--- config.mk ---
export PLATFORM = sky130hd
export DESIGN_NAME = char_lcd_nibble_write_sequencer_flat
export DESIGN_NICKNAME = d
export VERILOG_FILES = /design/src/hdl/lcdw_pkg.sv /design/src/hdl/lcdw_req_if.sv /design/src/hdl/lcdw_phase_if.sv /design/src/hdl/lcdw_cfg_if.sv /design/src/hdl/lcdw_useq.sv /design/src/hdl/lcdw_datapath.sv /design/src/hdl/char_lcd_nibble_write_sequencer.sv /design/src/flat_wrapper.sv
export SDC_FILE = /design/constraint.sdc
export NUM_CORES = 1
export LEC_CHECK = 0
export BUFFER_PORTS_ARGS = -buffer_cell sky130_fd_sc_hd__buf_2
export CORE_ASPECT_RATIO = 0.9
export CORE_MARGIN = 1
export CORE_UTILIZATION = 45
export CTS_CLUSTER_DIAMETER = 40
export DETAILED_ROUTE_END_ITERATION = 10
export GPL_ROUTABILITY_DRIVEN = 1
export PLACE_DENSITY = 0.71
export SLEW_MARGIN = 20
export SYNTH_ARGS = -nofsm -noshare
export SYNTH_HDL_FRONTEND = slang
export SYNTH_SLANG_ARGS = --single-unit
export TNS_END_PERCENT = 50
--- constraint.sdc ---
create_clock -name clk -period 1.75 [get_ports clk]
set_input_delay 0.175 -clock clk [delete_from_list [all_inputs] [get_ports clk]]
set_output_delay 0.175 -clock clk [all_outputs]
set_load 0.02 [all_outputs]
--- src/hdl/lcdw_pkg.sv ---
// Shared types, codes and tables for the character LCD nibble write sequencer.
// Holds the microcode control word, its read-only program and the init command table.
// No dependencies; every other file of the block imports this package.
package lcdw_pkg;

  localparam int OP_W      = 3;
  localparam int BYTE_W    = 8;
  localparam int COL_W     = 6;
  localparam int NIB_W     = 4;
  localparam int PHASE_W   = 16;
  localparam int HOLD_W    = 20;
  localparam int CFG_IDX_W = 2;
  localparam int STEP_W    = 3;
  localparam int CMD_IDX_W = 3;

  // Request operation codes.
  localparam logic [OP_W-1:0] OP_INIT  = 3'd0;
  localparam logic [OP_W-1:0] OP_INSTR = 3'd1;
  localparam logic [OP_W-1:0] OP_DATA  = 3'd2;
  localparam logic [OP_W-1:0] OP_POS   = 3'd3;
  localparam logic [OP_W-1:0] OP_CLEAR = 3'd4;

  // Configuration register indexes.
  localparam logic [CFG_IDX_W-1:0] REG_PHASE_HOLD = 2'd0;
  localparam logic [CFG_IDX_W-1:0] REG_POWER_UP   = 2'd1;

  localparam logic [PHASE_W-1:0] PHASE_HOLD_RESET = 16'd3000;
  localparam logic [HOLD_W-1:0]  POWER_UP_RESET   = 20'd45000;

  localparam logic [BYTE_W-1:0] CMD_CLEAR  = 8'h01;
  localparam logic [BYTE_W-1:0] POS_BASE   = 8'h80;

  // Microprogram step addresses.
  localparam logic [STEP_W-1:0] STEP_POWER  = 3'd0;
  localparam logic [STEP_W-1:0] STEP_HI_EH  = 3'd1;
  localparam logic [STEP_W-1:0] STEP_HI_EL  = 3'd2;
  localparam logic [STEP_W-1:0] STEP_LO_EH  = 3'd3;
  localparam logic [STEP_W-1:0] STEP_LO_EL  = 3'd4;

  localparam logic [CMD_IDX_W-1:0] INIT_CMD_FIRST = 3'd0;
  localparam logic [CMD_IDX_W-1:0] INIT_CMD_LAST  = 3'd6;

  // One control word per microprogram step.
  typedef struct packed {
    logic              enable;     // E level of the phase
    logic              low_nib;    // present the low nibble instead of the high one
    logic              power_wait; // power-up wait phase: bus zero, power-up hold
    logic              end_check;  // end of a byte: loop to the next init command or finish
    logic [STEP_W-1:0] next_step;
  } ucw_t;

  // Pin state of one phase, before the last-phase mark is added.
  typedef struct packed {
    logic              rs;
    logic              enable;
    logic [NIB_W-1:0]  nibble;
    logic [HOLD_W-1:0] hold;
  } phase_t;

  function automatic ucw_t ucode_rom(input logic [STEP_W-1:0] step);
    ucw_t w;
    w = '0;
    unique case (step)
      STEP_POWER: begin
        w.power_wait = 1'b1;
        w.next_step  = STEP_HI_EH;
      end
      STEP_HI_EH: begin
        w.enable    = 1'b1;
        w.next_step = STEP_HI_EL;
      end
      STEP_HI_EL: begin
        w.next_step = STEP_LO_EH;
      end
      STEP_LO_EH: begin
        w.enable    = 1'b1;
        w.low_nib   = 1'b1;
        w.next_step = STEP_LO_EL;
      end
      STEP_LO_EL: begin
        w.low_nib   = 1'b1;
        w.end_check = 1'b1;
        w.next_step = STEP_HI_EH;
      end
      default: begin
        w.end_check = 1'b1;
        w.next_step = STEP_HI_EH;
      end
    endcase
    return w;
  endfunction

  function automatic logic [BYTE_W-1:0] init_cmd(input logic [CMD_IDX_W-1:0] idx);
    logic [BYTE_W-1:0] c;
    unique case (idx)
      3'd0:    c = 8'h33;
      3'd1:    c = 8'h32;
      3'd2:    c = 8'h28;
      3'd3:    c = 8'h08;
      3'd4:    c = 8'h01;
      3'd5:    c = 8'h06;
      default: c = 8'h0F;
    endcase
    return c;
  endfunction

endpackage

--- src/hdl/lcdw_req_if.sv ---
// Request channel: valid/ready handshake carrying one LCD operation.
// Depends on lcdw_pkg for field widths.
interface lcdw_req_if;
  import lcdw_pkg::*;
  logic              valid;
  logic              ready;
  logic [OP_W-1:0]   operation;
  logic [BYTE_W-1:0] byte_value;
  logic [COL_W-1:0]  column;
  logic              row;
  modport source (output valid, operation, byte_value, column, row, input ready);
  modport sink   (input valid, operation, byte_value, column, row, output ready);
endinterface

--- src/hdl/lcdw_phase_if.sv ---
// Phase channel: valid/ready handshake carrying one timed pin state.
// Depends on lcdw_pkg for field widths.
interface lcdw_phase_if;
  import lcdw_pkg::*;
  logic              valid;
  logic              ready;
  logic              register_select;
  logic              enable_level;
  logic [NIB_W-1:0]  bus_nibble;
  logic [HOLD_W-1:0] hold_ticks;
  logic              last_phase;
  modport source (output valid, register_select, enable_level, bus_nibble, hold_ticks,
                  last_phase, input ready);
  modport sink   (input valid, register_select, enable_level, bus_nibble, hold_ticks,
                  last_phase, output ready);
endinterface

--- src/hdl/lcdw_cfg_if.sv ---
// Configuration write channel: valid/ready handshake with register index and data.
// Depends on lcdw_pkg for field widths.
interface lcdw_cfg_if;
  import lcdw_pkg::*;
  logic                 valid;
  logic                 ready;
  logic [CFG_IDX_W-1:0] index;
  logic [HOLD_W-1:0]    data;
  modport source (output valid, index, data, input ready);
  modport sink   (input valid, index, data, output ready);
endinterface

--- src/hdl/lcdw_useq.sv ---
// Microcode sequencer: step counter, control word lookup and init command loop.
// Depends on lcdw_pkg for the control word type and the program table.
module lcdw_useq (
  input  logic                           clk,
  input  logic                           rst,
  input  logic                           start,
  input  logic                           start_init,
  input  logic                           advance,
  output logic                           busy,
  output logic                           init_mode,
  output lcdw_pkg::ucw_t                 ucw,
  output logic [lcdw_pkg::CMD_IDX_W-1:0] cmd_idx,
  output logic                           last
);
  import lcdw_pkg::*;

  logic [STEP_W-1:0] step;
  logic              loop_back;

  assign ucw       = ucode_rom(step);
  assign loop_back = ucw.end_check && init_mode && (cmd_idx != INIT_CMD_LAST);
  assign last      = ucw.end_check && !loop_back;

  always_ff @(posedge clk) begin
    if (rst) begin
      busy      <= 1'b0;
      init_mode <= 1'b0;
      step      <= STEP_POWER;
      cmd_idx   <= INIT_CMD_FIRST;
    end else if (start) begin
      busy      <= 1'b1;
      init_mode <= start_init;
      step      <= start_init ? STEP_POWER : STEP_HI_EH;
      cmd_idx   <= INIT_CMD_FIRST;
    end else if (advance) begin
      if (last) begin
        busy <= 1'b0;
      end
      if (loop_back) begin
        cmd_idx <= cmd_idx + 1'b1;
      end
      step <= ucw.next_step;
    end
  end

endmodule

--- src/hdl/lcdw_datapath.sv ---
// Phase datapath: picks the byte, splits it into nibbles and selects the hold time.
// Depends on lcdw_pkg for the control word and phase types and the init command table.
module lcdw_datapath (
  input  lcdw_pkg::ucw_t                 ucw,
  input  logic                           init_mode,
  input  logic [lcdw_pkg::CMD_IDX_W-1:0] cmd_idx,
  input  logic [lcdw_pkg::BYTE_W-1:0]    byte_reg,
  input  logic                           rs_reg,
  input  logic [lcdw_pkg::PHASE_W-1:0]   phase_hold,
  input  logic [lcdw_pkg::HOLD_W-1:0]    power_up,
  output lcdw_pkg::phase_t               phase
);
  import lcdw_pkg::*;

  logic [BYTE_W-1:0] cur_byte;

  assign cur_byte = init_mode ? init_cmd(cmd_idx) : byte_reg;

  always_comb begin
    phase.rs     = init_mode ? 1'b0 : rs_reg;
    phase.enable = ucw.enable;
    if (ucw.power_wait) begin
      phase.nibble = '0;
      phase.hold   = power_up;
    end else begin
      phase.nibble = ucw.low_nib ? cur_byte[NIB_W-1:0] : cur_byte[BYTE_W-1:NIB_W];
      phase.hold   = {{(HOLD_W-PHASE_W){1'b0}}, phase_hold};
    end
  end

endmodule

--- src/hdl/char_lcd_nibble_write_sequencer.sv ---
// Character LCD 4-bit write sequencer. One request becomes a run of timed phases:
// four for a byte operation, twenty-nine for initialize, one phase per cycle while the
// phase output register is free. The request transaction sets the busy and step registers,
// from which the first phase is registered; busy clears as the final phase is registered,
// and the next request is taken after that, so a request never overlaps a run.
// Synchronous active-high reset sets hold 3000, power-up wait 45000, empties the output.
module char_lcd_nibble_write_sequencer (
  input  logic  clk,
  input  logic  rst,
  lcdw_req_if.sink     req,
  lcdw_phase_if.source phase,
  lcdw_cfg_if.sink     cfg
);
  import lcdw_pkg::*;

  // Configuration registers. Writes are always taken; indexes beyond the list are dropped.
  logic [PHASE_W-1:0] phase_hold;
  logic [HOLD_W-1:0]  power_up;

  assign cfg.ready = 1'b1;

  always_ff @(posedge clk) begin
    if (rst) begin
      phase_hold <= PHASE_HOLD_RESET;
      power_up   <= POWER_UP_RESET;
    end else if (cfg.valid && cfg.ready) begin
      if (cfg.index == REG_PHASE_HOLD) begin
        phase_hold <= cfg.data[PHASE_W-1:0];
      end else if (cfg.index == REG_POWER_UP) begin
        power_up <= cfg.data;
      end
    end
  end

  // Sequencer and datapath signals.
  logic                 busy;
  logic                 init_mode;
  ucw_t                 ucw;
  logic [CMD_IDX_W-1:0] cmd_idx;
  logic                 last;
  logic                 start;
  logic                 start_init;
  logic                 advance;
  phase_t               cur_phase;

  // Latched byte and register-select level for the byte operations.
  logic [BYTE_W-1:0]    byte_reg;
  logic                 rs_reg;
  logic [BYTE_W-1:0]    pos_byte;

  logic                 req_fire;

  // A new request is taken whenever no run is in progress, even while the final phase
  // of the previous run still sits in the output register.
  assign req.ready = !busy;
  assign req_fire  = req.valid && req.ready;

  // Cursor address: 0x80 plus column plus 0x40 for the second line.
  assign pos_byte = POS_BASE + {{(BYTE_W-COL_W){1'b0}}, req.column}
                  + {1'b0, req.row, {(BYTE_W-2){1'b0}}};

  // Undefined operation codes start nothing and leave no trace.
  always_comb begin
    start      = 1'b0;
    start_init = 1'b0;
    if (req_fire) begin
      unique case (req.operation)
        OP_INIT: begin
          start      = 1'b1;
          start_init = 1'b1;
        end
        OP_INSTR, OP_DATA, OP_POS, OP_CLEAR: start = 1'b1;
        default: start = 1'b0;
      endcase
    end
  end

  always_ff @(posedge clk) begin
    if (req_fire) begin
      unique case (req.operation)
        OP_INSTR: begin
          byte_reg <= req.byte_value;
          rs_reg   <= 1'b0;
        end
        OP_DATA: begin
          byte_reg <= req.byte_value;
          rs_reg   <= 1'b1;
        end
        OP_POS: begin
          byte_reg <= pos_byte;
          rs_reg   <= 1'b0;
        end
        OP_CLEAR: begin
          byte_reg <= CMD_CLEAR;
          rs_reg   <= 1'b0;
        end
        default: begin
          byte_reg <= byte_reg;
          rs_reg   <= rs_reg;
        end
      endcase
    end
  end

  // While a run is in progress, a step is issued whenever the output register is empty or is being emptied.
  assign advance = busy && (!phase.valid || phase.ready);

  lcdw_useq u_useq (
    .clk        (clk),
    .rst        (rst),
    .start      (start),
    .start_init (start_init),
    .advance    (advance),
    .busy       (busy),
    .init_mode  (init_mode),
    .ucw        (ucw),
    .cmd_idx    (cmd_idx),
    .last       (last)
  );

  lcdw_datapath u_datapath (
    .ucw        (ucw),
    .init_mode  (init_mode),
    .cmd_idx    (cmd_idx),
    .byte_reg   (byte_reg),
    .rs_reg     (rs_reg),
    .phase_hold (phase_hold),
    .power_up   (power_up),
    .phase      (cur_phase)
  );

  // Phase output register.
  always_ff @(posedge clk) begin
    if (rst) begin
      phase.valid <= 1'b0;
    end else if (advance) begin
      phase.valid <= 1'b1;
    end else if (phase.ready) begin
      phase.valid <= 1'b0;
    end
  end

  always_ff @(posedge clk) begin
    if (advance) begin
      phase.register_select <= cur_phase.rs;
      phase.enable_level    <= cur_phase.enable;
      phase.bus_nibble      <= cur_phase.nibble;
      phase.hold_ticks      <= cur_phase.hold;
      phase.last_phase      <= last;
    end
  end

endmodule
--- src/flat_wrapper.sv ---
// flat-port wrapper written by rule: the top's interface ports become plain ports
module char_lcd_nibble_write_sequencer_flat import lcdw_pkg::*;
  (clk, rst, req_valid, req_operation, req_byte_value, req_column, req_row, req_ready, phase_valid, phase_register_select, phase_enable_level, phase_bus_nibble, phase_hold_ticks, phase_last_phase, phase_ready, cfg_valid, cfg_index, cfg_data, cfg_ready);
  lcdw_req_if req_i ();
  lcdw_phase_if phase_i ();
  lcdw_cfg_if cfg_i ();
  input  logic clk;
  input  logic rst;
  input wire logic [$bits(req_i.valid)-1:0] req_valid;
  input wire logic [$bits(req_i.operation)-1:0] req_operation;
  input wire logic [$bits(req_i.byte_value)-1:0] req_byte_value;
  input wire logic [$bits(req_i.column)-1:0] req_column;
  input wire logic [$bits(req_i.row)-1:0] req_row;
  output wire logic [$bits(req_i.ready)-1:0] req_ready;
  output wire logic [$bits(phase_i.valid)-1:0] phase_valid;
  output wire logic [$bits(phase_i.register_select)-1:0] phase_register_select;
  output wire logic [$bits(phase_i.enable_level)-1:0] phase_enable_level;
  output wire logic [$bits(phase_i.bus_nibble)-1:0] phase_bus_nibble;
  output wire logic [$bits(phase_i.hold_ticks)-1:0] phase_hold_ticks;
  output wire logic [$bits(phase_i.last_phase)-1:0] phase_last_phase;
  input wire logic [$bits(phase_i.ready)-1:0] phase_ready;
  input wire logic [$bits(cfg_i.valid)-1:0] cfg_valid;
  input wire logic [$bits(cfg_i.index)-1:0] cfg_index;
  input wire logic [$bits(cfg_i.data)-1:0] cfg_data;
  output wire logic [$bits(cfg_i.ready)-1:0] cfg_ready;
  assign req_i.valid = req_valid;
  assign req_i.operation = req_operation;
  assign req_i.byte_value = req_byte_value;
  assign req_i.column = req_column;
  assign req_i.row = req_row;
  assign req_ready = req_i.ready;
  assign phase_valid = phase_i.valid;
  assign phase_register_select = phase_i.register_select;
  assign phase_enable_level = phase_i.enable_level;
  assign phase_bus_nibble = phase_i.bus_nibble;
  assign phase_hold_ticks = phase_i.hold_ticks;
  assign phase_last_phase = phase_i.last_phase;
  assign phase_i.ready = phase_ready;
  assign cfg_i.valid = cfg_valid;
  assign cfg_i.index = cfg_index;
  assign cfg_i.data = cfg_data;
  assign cfg_ready = cfg_i.ready;
  char_lcd_nibble_write_sequencer u_core (.clk(clk), .rst(rst), .req(req_i), .phase(phase_i), .cfg(cfg_i));
endmodule
; Yosys cells after proc, flatten, opt, wreduce, memory -nomap -nowiden
; Index checks and enable logic that the tools add are counted.
[classes]
eq_ne = 15
addsub = 3
reduce_logical = 31
n_mux = 23
bitwise_logic = 1
[ops]
columns = operator, count
row1 = 6-bit case mux with 6 select lines, 1
row2 = 8-bit case mux with 3 select lines, 1
row3 = 3-bit by 2-bit equality test with 1-bit output (second input constant), 6
row4 = 16-bit two-way mux, 1
row5 = 1-bit two-way mux, 14
row6 = 3-bit equality test (second input constant), 4
row7 = 2-bit AND reduction, 5
row8 = 3-bit by 1-bit equality test with 1-bit output (second input constant), 3
row9 = 3-bit logical NOT, 3
row10 = 3-bit case mux with 3 select lines, 1
row11 = 8-bit by 6-bit adder with 8-bit output (first input constant), 1
row12 = 8-bit by 7-bit adder with 8-bit output, 1
row13 = 8-bit two-way mux, 1
row14 = 2-bit nonzero test, 4
row15 = 2-bit OR reduction, 4
row16 = 3-bit two-way mux, 2
row17 = 1-bit logical AND, 5
row18 = 5-bit OR reduction, 1
row19 = 4-bit two-way mux, 1
row20 = 4-bit OR reduction, 1
row21 = 3-bit by 1-bit adder with 3-bit output (second input constant), 1
row22 = 1-bit logical NOT, 3
row23 = 3-bit inequality test (second input constant), 1
row24 = 3-bit AND reduction, 1
row25 = other kinds (7), 7
[totals]
out_inout_bits = 30
regBits = 81
in_bits = 45

; Logic depth before layout (Yosys ltp)
[depth]
ltp_word = 10
depth_mapped = 7
mapped_depth_nobuf = 6

; Modules after synthesis
; From an unflattened synthesis, not the netlist that was laid out.
[hier_totals]
hier_cells = 340
hier_area_um2 = 3821.2
[by_module_without_submodules]
columns = mod, area_each_um2, cells_per_inst, seq_area_each_um2, instances
row1 = char_lcd_nibble_write_sequencer, 2890.3, 238, 1821.7, 1
row2 = lcdw_datapath, 485.5, 51, 0.0, 1
row3 = lcdw_useq, 445.4, 51, 160.2, 1

; Worst setup path before layout
; OpenSTA, ideal clock, no wires.
[synth_path]
path_type = reg-to-reg
from = register u_core.u_useq.cmd_idx[1] in the netlist's numbering
to = register u_core.phase.bus_nibble[1] (data pin)
n_path_buf = 1
required_ns = 1.492
path_slack_ns = -0.057
arrival_time_ns = 1.549
path_stages_with_launch = 8
setup_ns = 0.258
cell_sequence = dfxtp_1 clkbuf_1 inv_1 ha_1 nor2_1 mux2i_1 mux4_2 nor2b_4
[synth_between]
elab_chain_cells = 4
elab_cells_between_ends = 9
cone_classes = eq/ne (5) / mux (3) / reduce/logical (1)
[synth_rtl]
columns = element, line
row1 = from (decl), lcdw_useq.sv:12  ; output logic [lcdw_pkg::CMD_IDX_W-1:0] cmd_idx,
row2 = from (signal assigned), lcdw_useq.sv:40  ; cmd_idx <= cmd_idx + 1'b1;
row3 = "3-bit equality test, or another cell as far along", lcdw_pkg.sv:95  ; unique case (idx)
row4 = 6-bit case mux with 6 select lines (*), lcdw_pkg.sv:95
row5 = 8-bit two-way mux (*), lcdw_datapath.sv:17  ; assign cur_byte = init_mode ? init_cmd(cmd_idx) : byte_reg;
row6 = 4-bit two-way mux (*), lcdw_datapath.sv:26  ; phase.nibble = ucw.low_nib ? cur_byte[NIB_W-1:0] : cur_byte[BYTE_W-1:NIB_W];
row7 = to (signal assigned), char_lcd_nibble_write_sequencer.sv:147  ; phase.bus_nibble <= cur_phase.nibble;
row8 = to (decl), lcdw_phase_if.sv:12  ; modport source (output valid, register_select, enable_level, bus_nibble, hold_ticks,
; Mark *: on every way between the ends. The rest lies on a longest branch, timed or not.
; A chain may end at the register's enable or synchronous reset.

; Final worst setup path
[layout_path]
from = register u_core.u_useq.cmd_idx[0] in the netlist's numbering
to = register u_core.u_useq.cmd_idx[1] in the netlist's numbering
[layout_between]
elab_chain_cells = 3
elab_cells_between_ends = 4
cone_classes = add/sub (1) / eq/ne (1) / reduce/logical (2)
[layout_rtl]
columns = element
row1 = branches (longest 3 deep; another with 3-bit by 1-bit adder with 3-bit output)
; Parallel ways; which one is timed is not known.

==> metrics <==
FP Rows=30; Post-synth ARST share=0; synthesized area=3470 um2; Initial Util=0.463; top-area cell type share of the netlist area=0.311; CTS Buffer Depth=2; I/O Buffers=73; Peak VDD IR=0.462 mV; Sum Neg Setup Slack=0 ns; WP data required=2.01 ns; Arr. time, crit path=1.96 ns; Post-Syn Nets=386; Post-Synth XOR/XNOR Area=0.00252; area growth from synthesis to layout=21.0%; Syn Area/Cell=10.3 um2; sequential-to-total area share from yosys stat=0.571; Post-layout nets=463; Finish-stage setup viols=0; CTS tree=done; crit-path max FO=3; first-pass GRT wire length=11,600 um; htree depth=3; detailed router's first-iteration violation count=120; fin worst setup slack=0.0482 ns; max_cap viols=0; met2 wire len=3450 um; Slowest cell on crit path=or4b_4; pre-CTS WS=0.0294 ns; Tmin final=1.70 ns; top_reg_cell synth=dfxtp_1; Placer Congestion=0.772; crit-path cells=inv_2 -> ha_4 -> a21bo_1 -> or4b_4 -> or2_0 -> a21oi_1; Final Max Tran Viols=0; crit end category=register; clk root buf=clkbuf_8; TritonCTS Buffers=9; Top Metal Used=met4; Worst Tran Pin Value=0.625 ns; HP Class=in2reg; initial antenna violation count=0; diode count=0; RSZ-0062 raised after global routing=yes; post-route clock period utilization=0.972; fraction of layout cells with a size suffix above 1=0.290; met3 routed WL=267 um; worst stage delay on the critical path=0.54 ns; EDFF count, synth=36; Pwr per Cell Area=927 nW/um2; Synth warnings=0; top flop regs=u_core.phase.hold_ticks x20, u_core.power_up x20, u_core.phase_hold x16; drt via density=5.05; top post-synthesis cells by area=edfxtp_1, dfxtp_1, nand2_1, a21oi_1, mux2_1; post-synth cell types=44; cell taking the most area after synthesis=edfxtp_1; largest family of logic cells by synthesized area=simple AND/OR/NAND/NOR gates; Crit Path Class=reg2reg; die area=8070 um2; CP delay by family, top=simple AND/OR/NAND/NOR gates; Final Hold Vio Count=0; WL/cell=13.7 um; Die Y=85.3 um; Routed WL=7070 um; largest net degree at the start of global routing=30; Peak Freq=0.588 GHz; ANT nets after route=0; Max-slew headroom=0.583; dpl hpwl=4830 um; Pleak=1.68 nW; post-synthesis compound-gate area fraction=0.0868; area of the core=7510 um2; via count=2,606; worst skew pair latency=0.34 ns; die width=94.6 um; Adder-Cell Fraction of Synth Area=0.0108; simple-gate share of the synthesized area=0.220; gate count of the mapped netlist=338; post-synthesis mux area share=0.0710; DRT met1 WL=3290 um; CTS sink cnt=81; critical path launch point type=register; clk slew on worst S/H paths=0.08 ns; synthesis-stage register bit count=81; skew final=0.0112 ns; GRT Util Overall=0.188; io pins=75; drt pass-1 iters=4; outcome=finished clean; Hold-fix buffers, CTS=0; buffer and inverter count on the worst path=1; DRC errors left=0; gr ovfl total=0; vias in the first global route=2,451
placed cells by master (no fill, tap or decap), types with 2 or more instances in the layout:
| cell | synthesis | routed |
|---|---|---|
| nand2b_1 | 4 | 4 |
| nand3b_1 | 19 | 19 |
| o22ai_1 | 4 | 4 |
| dfxtp_1 | 45 | 41 |
| inv_1 | 10 | 9 |
| clkinv_2 | 0 | 2 |
| dfxtp_2 | 0 | 4 |
| mux2_2 | 3 | 3 |
| and3b_1 | 3 | 3 |
| edfxtp_1 | 36 | 36 |
| buf_4 | 2 | 13 |
| buf_2 | 3 | 73 |
| a31oi_1 | 2 | 2 |
| a21oi_1 | 34 | 34 |
| nand3_1 | 3 | 3 |
| or4b_1 | 2 | 2 |
| clkinv_4 | 0 | 2 |
| nor2b_1 | 4 | 4 |
| clkbuf_8 | 0 | 9 |
| ha_1 | 3 | 2 |
| a311oi_1 | 2 | 2 |
| mux2_1 | 14 | 14 |
| nor2b_4 | 2 | 2 |
| o21ai_0 | 3 | 3 |
| and2_1 | 5 | 5 |
| nor2_2 | 0 | 2 |
| or3_1 | 2 | 2 |
| nand2_1 | 81 | 81 |
| nor2_1 | 15 | 13 |
| mux4_2 | 2 | 2 |
area by class of cell:
type | count | area, um2
repair buffers | 87 | 483
flip-flops and latches | 81 | 1990
inverters | 10 | 37.5
clock inverters | 5 | 36.3
clock buffers | 11 | 153
multi-input cells | 226 | 1390
well taps | 96 | 120
fillers | 653 | 3310
worst min-delay path: cells and delay by family:
kind          cells  cell delay [ns]
simple gates      2             0.10
buf+inv           1             0.08
cells by family after synthesis:
group	after synthesis
adders and majority gates	3
AOI/OAI and AO/OA	52
buffers and inverters	31
DFF	81
and+or+nand+nor	149
xor gates and xnor gates	1
muxes	20
other	1
cell usage after synthesis, types with 2 or more instances:
library cell	n
nand3_1	3
or3_1	2
mux2_2	3
nor2_1	15
and3b_1	3
nand2_1	81
ha_1	3
or4b_1	2
a311oi_1	2
a21oi_1	34
dfxtp_1	45
nor2b_4	2
o21ai_0	3
o22ai_1	4
a31oi_1	2
nor3_1	2
nand3b_1	19
nand2b_1	4
inv_1	10
mux4_2	2
buf_4	2
buf_2	3
and2_1	5
edfxtp_1	36
nor2b_1	4
mux2_1	14
clkbuf_1	16
metal layers:
| layer | vias to the layer above | track usage |
|---|---|---|
| met1 | 1224 | 0.251 |
| met5 | - | 0 |
| met3 | 6 | 0.0332 |
| li1 | 1320 | - |
| met4 | 0 | 0.0785 |
| met2 | 56 | 0.301 |
final timing paths:
path	from	endpoint	slack, ns	depth (start not counted)
max	u_core.u_useq.cmd_idx[0]	u_core.u_useq.cmd_idx[1]	0.05	6
min	cfg_data[3]	u_core.power_up[3]	0.05	3
max reg2reg	u_core.u_useq.cmd_idx[0]	u_core.u_useq.cmd_idx[1]	0.05	6
min reg2reg	u_core.power_up[4]	u_core.power_up[4]	0.46	2
metrics by stage:
| step | cell area (um2) | total power, mW | utilization | hold slack (ns) | std cells |
|---|---|---|---|---|---|
| finish | 4200 | 3.89 | 0.560 | 0.0531 | 516 |
| global placement | 3980 | 2.66 | 0.531 | 0.399 | 499 |
| floorplan | 3470 | 2.48 | - | 0.296 | 338 |
| detailed placement | 3980 | 2.67 | 0.531 | 0.402 | 499 |
| CTS | 4170 | 3.93 | 0.556 | 0.0416 | 515 |
| global route | 4200 | 4.07 | 0.560 | 0.0496 | 516 |
power by group:
group          internal (mW)  leakage (nW)  switching, mW
clock                  0.608        0.0988          0.656
sequential              2.09         0.697         0.0410
combinational          0.206         0.887          0.292
total                   2.91          1.68          0.989
repair_timing:
action                                  CTS  global route
resized for setup                         0             9
endpoints found under the setup margin    0             3
buffers inserted                          0             1
Power figures use the tool's default switching activity.
